### src/rtl/pfge_pkg.sv
package pfge_pkg;

  // Store geometry.
  localparam int COLUMNS    = 128;
  localparam int ROWS       = 64;
  localparam int PAGE_COUNT = 8;
  localparam int DEPTH      = COLUMNS * PAGE_COUNT;
  localparam int ADDR_W     = (DEPTH > 1) ? $clog2(DEPTH) : 1;
  localparam int PG_W       = (PAGE_COUNT > 1) ? $clog2(PAGE_COUNT) : 1;

  // Glyph geometry.
  localparam int GLYPH_W = 5;
  localparam int COL_W   = 3;

  localparam logic [7:0] BYTE_ON  = 8'hFF;
  localparam logic [7:0] BYTE_OFF = 8'h00;

  typedef enum logic [1:0] {
    OP_FILL  = 2'd0,
    OP_PIXEL = 2'd1,
    OP_GLYPH = 2'd2,
    OP_READ  = 2'd3
  } op_t;

  // Column 0 of a glyph sits at index 0.
  typedef logic [0:GLYPH_W-1][7:0] glyph_t;

  // Controller to datapath.
  typedef struct packed {
    logic capture;     // take the input beat into the command registers
    logic cnt_clr;     // zero the sweep and column counter
    logic cnt_inc;     // advance the counter
    logic sweep_wr;    // write the swept byte
    logic sweep_ones;  // swept byte follows the fill level, else zero
    logic mem_rd;      // read the byte at the command address
    logic pix_wr;      // write back the modified pixel byte
    logic glyph_wr;    // write one glyph column
    logic load_out;    // load the result register
  } cmd_t;

  // Datapath to controller.
  typedef struct packed {
    op_t  op;
    logic in_range;
    logic cnt_last;
    logic col_last;
  } status_t;

  // 5x7 font lookup; codes outside the font draw blank columns.
  function automatic glyph_t font_glyph(input logic [7:0] code);
    glyph_t g;
    case (code)
      "0":     g = {8'h3E, 8'h51, 8'h49, 8'h45, 8'h3E};
      "1":     g = {8'h00, 8'h42, 8'h7F, 8'h40, 8'h00};
      "2":     g = {8'h42, 8'h61, 8'h51, 8'h49, 8'h46};
      "3":     g = {8'h21, 8'h41, 8'h45, 8'h4B, 8'h31};
      "4":     g = {8'h18, 8'h14, 8'h12, 8'h7F, 8'h10};
      "5":     g = {8'h27, 8'h45, 8'h45, 8'h45, 8'h39};
      "6":     g = {8'h3C, 8'h4A, 8'h49, 8'h49, 8'h30};
      "7":     g = {8'h01, 8'h71, 8'h09, 8'h05, 8'h03};
      "8":     g = {8'h36, 8'h49, 8'h49, 8'h49, 8'h36};
      "9":     g = {8'h06, 8'h49, 8'h49, 8'h29, 8'h1E};
      " ":     g = {8'h00, 8'h00, 8'h00, 8'h00, 8'h00};
      "-":     g = {8'h08, 8'h08, 8'h08, 8'h08, 8'h08};
      ".":     g = {8'h00, 8'h60, 8'h60, 8'h00, 8'h00};
      "%":     g = {8'h26, 8'h49, 8'h49, 8'h29, 8'h11};
      "C":     g = {8'h3E, 8'h41, 8'h41, 8'h41, 8'h22};
      "H":     g = {8'h7F, 8'h08, 8'h08, 8'h08, 8'h7F};
      "e":     g = {8'h38, 8'h54, 8'h54, 8'h54, 8'h18};
      "p":     g = {8'h7C, 8'h12, 8'h12, 8'h12, 8'h0C};
      "m":     g = {8'h44, 8'h6D, 8'h55, 8'h55, 8'h44};
      "E":     g = {8'h7F, 8'h49, 8'h49, 8'h49, 8'h41};
      "r":     g = {8'h7C, 8'h08, 8'h04, 8'h04, 8'h08};
      "o":     g = {8'h38, 8'h44, 8'h44, 8'h44, 8'h38};
      "T":     g = {8'h01, 8'h7F, 8'h01, 8'h01, 8'h01};
      ":":     g = {8'h00, 8'h36, 8'h36, 8'h00, 8'h00};
      "/":     g = {8'h40, 8'h30, 8'h08, 8'h06, 8'h01};
      "A":     g = {8'h7C, 8'h12, 8'h11, 8'h12, 8'h7C};
      "B":     g = {8'h7F, 8'h49, 8'h49, 8'h49, 8'h36};
      "D":     g = {8'h7F, 8'h41, 8'h41, 8'h22, 8'h1C};
      "K":     g = {8'h7F, 8'h08, 8'h14, 8'h22, 8'h41};
      "P":     g = {8'h7F, 8'h09, 8'h09, 8'h09, 8'h06};
      "R":     g = {8'h7E, 8'h11, 8'h11, 8'h11, 8'h0E};
      "S":     g = {8'h46, 8'h49, 8'h49, 8'h49, 8'h31};
      "O":     g = {8'h3E, 8'h41, 8'h41, 8'h41, 8'h3E};
      "V":     g = {8'h1E, 8'h21, 8'h21, 8'h12, 8'h0C};
      "W":     g = {8'h7F, 8'h20, 8'h18, 8'h20, 8'h7F};
      "N":     g = {8'h7F, 8'h04, 8'h08, 8'h10, 8'h7F};
      "I":     g = {8'h00, 8'h41, 8'h7F, 8'h41, 8'h00};
      "F":     g = {8'h7F, 8'h09, 8'h09, 8'h09, 8'h01};
      "U":     g = {8'h3E, 8'h41, 8'h41, 8'h22, 8'h1C};
      "G":     g = {8'h3E, 8'h41, 8'h49, 8'h49, 8'h3A};
      "L":     g = {8'h7F, 8'h40, 8'h40, 8'h40, 8'h40};
      "b":     g = {8'h7F, 8'h48, 8'h44, 8'h44, 8'h38};
      "y":     g = {8'h08, 8'h14, 8'h62, 8'h02, 8'h02};
      "k":     g = {8'h7F, 8'h08, 8'h14, 8'h22, 8'h41};
      default: g = '0;
    endcase
    return g;
  endfunction

endpackage

### src/rtl/pfge_ctrl.sv
module pfge_ctrl (
  input  logic              clk,
  input  logic              rst_n,
  input  logic              in_valid,
  output logic              in_ready,
  output logic              out_valid,
  input  logic              out_ready,
  input  pfge_pkg::status_t status,
  output pfge_pkg::cmd_t    cmd
);

  typedef enum logic [8:0] {
    ST_CLEAR    = 9'b000000001,
    ST_IDLE     = 9'b000000010,
    ST_DISPATCH = 9'b000000100,
    ST_FILL     = 9'b000001000,
    ST_PIX_RD   = 9'b000010000,
    ST_PIX_WR   = 9'b000100000,
    ST_GLYPH    = 9'b001000000,
    ST_READ     = 9'b010000000,
    ST_DONE     = 9'b100000000
  } state_t;

  state_t state_r;
  state_t state_nxt;
  logic   out_valid_r;
  logic   out_valid_nxt;
  logic   out_free;

  assign out_free = !out_valid_r || out_ready;

  // Next state and datapath commands.
  always_comb begin
    state_nxt     = state_r;
    cmd           = '0;
    in_ready      = 1'b0;
    out_valid_nxt = out_valid_r && !out_ready;
    case (state_r)
      ST_CLEAR: begin
        cmd.sweep_wr = 1'b1;
        cmd.cnt_inc  = 1'b1;
        if (status.cnt_last) begin
          state_nxt = ST_IDLE;
        end
      end
      ST_IDLE: begin
        in_ready    = 1'b1;
        cmd.cnt_clr = 1'b1;
        if (in_valid) begin
          cmd.capture = 1'b1;
          state_nxt   = ST_DISPATCH;
        end
      end
      ST_DISPATCH: begin
        if (!status.in_range) begin
          state_nxt = ST_DONE;
        end else begin
          case (status.op)
            pfge_pkg::OP_FILL:  state_nxt = ST_FILL;
            pfge_pkg::OP_PIXEL: state_nxt = ST_PIX_RD;
            pfge_pkg::OP_GLYPH: state_nxt = ST_GLYPH;
            pfge_pkg::OP_READ:  state_nxt = ST_READ;
            default:            state_nxt = ST_DONE;
          endcase
        end
      end
      ST_FILL: begin
        cmd.sweep_wr   = 1'b1;
        cmd.sweep_ones = 1'b1;
        cmd.cnt_inc    = 1'b1;
        if (status.cnt_last) begin
          state_nxt = ST_DONE;
        end
      end
      ST_PIX_RD: begin
        cmd.mem_rd = 1'b1;
        state_nxt  = ST_PIX_WR;
      end
      ST_PIX_WR: begin
        cmd.pix_wr = 1'b1;
        state_nxt  = ST_DONE;
      end
      ST_GLYPH: begin
        cmd.glyph_wr = 1'b1;
        cmd.cnt_inc  = 1'b1;
        if (status.col_last) begin
          state_nxt = ST_DONE;
        end
      end
      ST_READ: begin
        cmd.mem_rd = 1'b1;
        state_nxt  = ST_DONE;
      end
      ST_DONE: begin
        // Hand the result over once the output register is free.
        if (out_free) begin
          cmd.load_out  = 1'b1;
          out_valid_nxt = 1'b1;
          state_nxt     = ST_IDLE;
        end
      end
      default: begin
        state_nxt = ST_IDLE;
      end
    endcase
  end

  always_ff @(posedge clk) begin
    if (!rst_n) begin
      state_r     <= ST_CLEAR;
      out_valid_r <= 1'b0;
    end else begin
      state_r     <= state_nxt;
      out_valid_r <= out_valid_nxt;
    end
  end

  assign out_valid = out_valid_r;

endmodule

### config.mk
export PLATFORM = sky130hd
export DESIGN_NAME = pfge_ctrl
export DESIGN_NICKNAME = d
export VERILOG_FILES = /design/src/rtl/pfge_pkg.sv /design/src/rtl/pfge_ctrl.sv
export SDC_FILE = /design/constraint.sdc
export NUM_CORES = 1
export LEC_CHECK = 0
export BUFFER_PORTS_ARGS = -buffer_cell sky130_fd_sc_hd__clkbuf_2
export CORE_UTILIZATION = 51
export DETAILED_ROUTE_END_ITERATION = 8
export HOLD_SLACK_MARGIN = 0.08
export PLACE_DENSITY = 0.85
export RECOVER_POWER = 25
export SLEW_MARGIN = 20
export SYNTH_ARGS = -nofsm -noshare
export SYNTH_HDL_FRONTEND = slang
export SYNTH_SLANG_ARGS = --single-unit
### constraint.sdc
create_clock -name clk -period 3.1 [get_ports clk]
set_input_delay 0 -clock clk [delete_from_list [all_inputs] [get_ports clk]]
set_output_delay 0 -clock clk [all_outputs]
set_load 0.02 [all_outputs]
Word-level counts from Yosys, hierarchy flattened
Cells that the tools add are included.
{"block": "totals", "regBits": 10, "in_bits": 9, "output_inout_bits": 11, "wordCells": 50}
{"block": "classes", "eq_ne": 17, "muxes": 21, "n_reduce_logical": 10}
{"operator": "one-hot mux 9 bit (8 select lines)", "n": 1}
{"operator": "two-way mux 9 bit", "n": 6}
{"operator": "one-hot mux 9 bit (4 select lines)", "n": 1}
{"operator": "two-way mux 1 bit", "n": 12}
{"operator": "!= test 2 bit (second input constant)", "n": 5}
{"operator": "equality test 9 x 1 -> 1 bit (second input constant)", "n": 1}
{"operator": "equality test 9 x 2 -> 1 bit (second input constant)", "n": 1}
{"operator": "equality test 9 x 3 -> 1 bit (second input constant)", "n": 1}
{"operator": "equality test 9 x 4 -> 1 bit (second input constant)", "n": 1}
{"operator": "equality test 9 x 5 -> 1 bit (second input constant)", "n": 1}
{"operator": "equality test 9 x 6 -> 1 bit (second input constant)", "n": 1}
{"operator": "equality test 9 x 7 -> 1 bit (second input constant)", "n": 1}
{"operator": "equality test 9 x 8 -> 1 bit (second input constant)", "n": 1}
{"operator": "equality test 9 bit (second input constant)", "n": 1}
{"operator": "OR reduction 2 bit", "n": 3}
{"operator": "AND reduction 5 bit", "n": 1}
{"operator": "equality test 2 bit (second input constant)", "n": 2}
{"operator": "OR reduction 3 bit", "n": 1}
{"operator": "equality test 2 x 1 -> 1 bit (second input constant)", "n": 1}
{"operator": "zero test 1 bit", "n": 2}
{"operator": "zero test 2 bit", "n": 1}
{"operator": "two-way mux 2 bit", "n": 1}
{"operator": "logical AND 1 bit", "n": 1}
{"operator": "logical OR 1 bit", "n": 1}

Depth between registers and ports, before layout
{"block": "logic_depth", "depth_word": 4, "ltp_mapped": 6, "mapped_depth_nobuf": 5}

Worst setup path after synthesis
OpenSTA, ideal clock, no wires.
{"block": "synth_timing", "path_type": "reg2reg", "from": "register state_r[4]", "to": "register state_r[1]", "setup_time_ns": 0.118, "arrival_time_ns": 2.001, "required_time_ns": 2.982, "slack_ns": 0.981, "stages_incl_launch_ff": 7, "path_buffers": 1, "period_less_slack_ns": 2.119, "cell_sequence": "dfxtp_1 -> buf_6 -> or4_4 -> nor3_1 -> a311o_2 -> o21ai_1 -> nor2b_1"}
{"block": "synth_between", "elab_chain_len": 3, "elab_cells_between_ends": 17, "cone_classes": "eq/ne (14); mux (1); reduce/logical (2)"}
{"item": "start: declaration", "line": "pfge_ctrl.sv:24", "text": "state_t state_r;"}
{"item": "start signal: assignment", "line": "pfge_ctrl.sv:113", "text": "state_r <= state_nxt;"}
{"item": "equality test 9 x 6 -> 1 bit (tied with other cells)", "line": "pfge_ctrl.sv:38", "text": "case (state_r)"}
{"item": "OR reduction 2 bit (no line) / != test 2 bit (equally long branches)"}
{"item": "one-hot mux 9 bit (8 select lines) / AND reduction 5 bit (equally long branches)"}
Parallel ways exist; a longest one is shown, timed or not.
A chain may end at the register's enable or synchronous reset.

Final worst setup path
{"block": "layout_timing", "from": "register state_r[4]", "to": "register state_r[2]"}
Same word-level chain as after synthesis.

==> flow_summary.yaml <==
setup_path:
  slowest_delay_ns: 0.69
  path_max_fanout: 8
  arrival_ns: 2.83
  critPathKind: "reg2reg"
  cp.required_ns: 3.25
  end_kind: "register"
  worstPathCellList: "nor4_1 > nand2b_1 > o311a_1 > o21ai_1 > nor2_1 > dlygate4sd3_1"
  cp-start-kind: "register"
  crit_slowest_cell: "nor4_1"
clocking:
  hold_buffers: 6
  cts.sinks: 10
  cts_resized: 0
  root_buffer: "clkbuf_4"
  cts_tree: "yes"
  cts_inserted_buffers: 3
  clkLatencyLatePin_ns: 0.26
  htreeDepth: 1
  clk_path_buf_depth: 2
  post_cts_buffers: 0
  clk_pin_slew_ns: 0.06
cells_and_area:
  multi_input_area_um2: 439
  seq_area_um2: 200
  diodes: 0
  nNetsFinal: 122
  final_cells: 125
  nFillCells: 103
  final_common_cell: "clkbuf_2"
  drive_above_1_share_pct: 22.5
  areaGrowthSynthToFinish_pct: 21.8
  most-common-layout-cells: "clkbuf_2 (16), nor2_1 (11), dfxtp_1 (10)"
logic_synthesis:
  muxShareOfSynthArea_pct: 0
  yosys.area_share.simple_pct: 42.3
  synth_cell_type_count: 35
  ys_warn_count: 0
  ys_seq_area_share_pct: 28.8
  syn-instance-count: 88
  syn_area_um2: 694
  synth_seq_cells: 10
  synth_compound_area_share_pct: 18.0
  synth_fa_ha_area_share_pct: 0
  synth_top_family_by_area: "simple AND/OR/NAND/NOR gates"
  syn-num-nets: 97
  synth-xor-area-share_pct: 3.78
  syn_area_per_cell_um2: 7.89
power_and_ir_drop:
  p_leak_nw: 0.396
  ir_worst_vdd_uv: 355
  power_density_mw_per_mm2: 352
status:
  status: "completed"
global_routing:
  gr-usage-all-layers_pct: 25.7
  first_global_vias: 651
  grt_pass1_wl_mm: 2.68
  grt_max_degree: 12
  antenna_found_initial: 0
  grt_overflow: 0
timing:
  tightest_slew_ns: 0.741
  rsz0062_at_grt: "false"
  max_slew_margin_pct: 50.1
  fin_setup_tns_ns: 0
  setup_viol: 0
  finalCritPeriodShare_pct: 86.4
  period_minus_slack_ns: 2.68
  slew_violations: 0
  hold_violations: 0
  fmaxAchievable_ghz: 0.373
  finalClockSkew_ns: 0.000588
floorplan:
  num_io_pins: 20
  initial_core_util_pct: 58.5
  die_area_mm2: 0.00151
  fp.dieH_um: 38.9
  rows: 12
  die_w_um: 38.9
  fp.coreArea_mm2: 0.00119
placement:
  io_buffers: 19
  dp_hpwl_mm: 1.30
  routabilityCongestion: 0.947
  dp.cells: 116
run:
  cap_violations: 0
min_path:
  hold_path.class: "in2reg"
routing:
  route.detailed.drc: 0
  ant_nets: 0
  vias: 757
  drt_iter0_markers: 22
  drt_wl_total_mm: 1.75
  drt-wirelength-per-cell_um: 14.0
  dr.pass1.iters: 4
  viasPerCell: 6.06
==> worst paths after layout <==
path | start | to | slack [ns] | cells past startpoint
setup / recovery | state_r[4] | state_r[2] | 0.42 | 6
hold / removal | status[2] | state_r[6] | 0.11 | 4
setup reg to reg | state_r[4] | state_r[2] | 0.42 | 6
hold reg to reg | state_r[4] | state_r[5] | 0.57 | 2
==> critical path, delay by kind of cell, from the launching register on <==
family	cells	cell delay (ns)
AO/OA/AOI/OAI	2	0.60
buffers and inverters	1	0.56
AND/OR/NAND/NOR	3	1.03
flip-flops	1	0.38
==> final cells by class <==
type | instances | area share (%)
Multi-Input combinational cell | 69 | 51.9
Inverter | 4 | 1.78
Timing Repair Buffer | 25 | 17.9
Clock buffer | 3 | 2.66
Tap cell | 14 | 2.07
Sequential cell | 10 | 23.7
==> cells in the mapped netlist, drive strengths merged <==
| master | number | area, µm² |
|---|---|---|
| a311o | 1 | 11.3 |
| nor2b | 4 | 25.0 |
| o21a | 1 | 7.51 |
| dfxtp | 10 | 200 |
| o21ai | 6 | 30.0 |
| nand2b | 2 | 12.5 |
| nor3 | 7 | 45.0 |
| o311a | 1 | 10.0 |
| a41oi | 1 | 16.3 |
| o22ai | 1 | 6.26 |
| and3 | 3 | 18.8 |
| or4 | 2 | 18.8 |
| xor2 | 2 | 17.5 |
| or4b | 3 | 30.0 |
| clkbuf | 1 | 5.00 |
| a31oi | 1 | 6.26 |
| nor4 | 3 | 31.3 |
| a21oi | 1 | 5.00 |
| a21bo | 1 | 10.0 |
| nand4 | 1 | 6.26 |
| nand3 | 5 | 25.0 |
| xnor2 | 1 | 8.76 |
| nor2 | 11 | 41.3 |
| nand2 | 4 | 15.0 |
| inv | 4 | 15.0 |
| or3 | 4 | 25.0 |
| buf | 4 | 28.8 |
| a21boi | 2 | 15.0 |
| o211ai | 1 | 7.51 |
==> registers in the layout, summed over array words and instances (netlist names) <==
name and count:
state_r 9, out_valid 1
==> metal layers <==
| layer | wire (µm) | vias up | global-route usage, % |
|---|---|---|---|
| met5 | 0 | - | 0 |
| met4 | 23 | 0 | 9.48 |
| met3 | 99 | 2 | 1.73 |
| met2 | 853 | 36 | 44.6 |
| met1 | 777 | 347 | 32.7 |
| li1 | - | 372 | - |
==> report_power, final <==
group          leakage [nW]  internal, mW  switching, mW
logic                 0.301        0.0304         0.0404
clock network        0.0138        0.0447         0.0416
registers            0.0813         0.132        0.00817
==> metrics by stage <==
stage | util (%) | area [µm²] | setup WS, ns | hold WS, ns | total power, mW
6_report | 71.3 | 846 | 0.420 | 0.110 | 0.298
5_1_grt | 71.3 | 846 | 0.283 | 0.139 | 0.310
4_1_cts | 72.2 | 856 | 0.678 | 0.101 | 0.298
3_5_place_dp | 65.2 | 773 | 1.18 | 0.203 | 0.207
3_3_place_gp | 65.2 | 773 | 1.23 | 0.201 | 0.205
2_1_floorplan | - | 694 | 0.981 | 0.0724 | 0.188
==> cells by family (layout without fill, tap and decap cells) <==
kind of cell           count (synthesis)  after routing
AO/OA/AOI/OAI                         17             17
AND/OR/NAND/NOR                       49             49
buffers and inverters                  9             32
XOR/XNOR                               3              3
flip-flops                            10             10
Power figures use the tool's default switching activity.
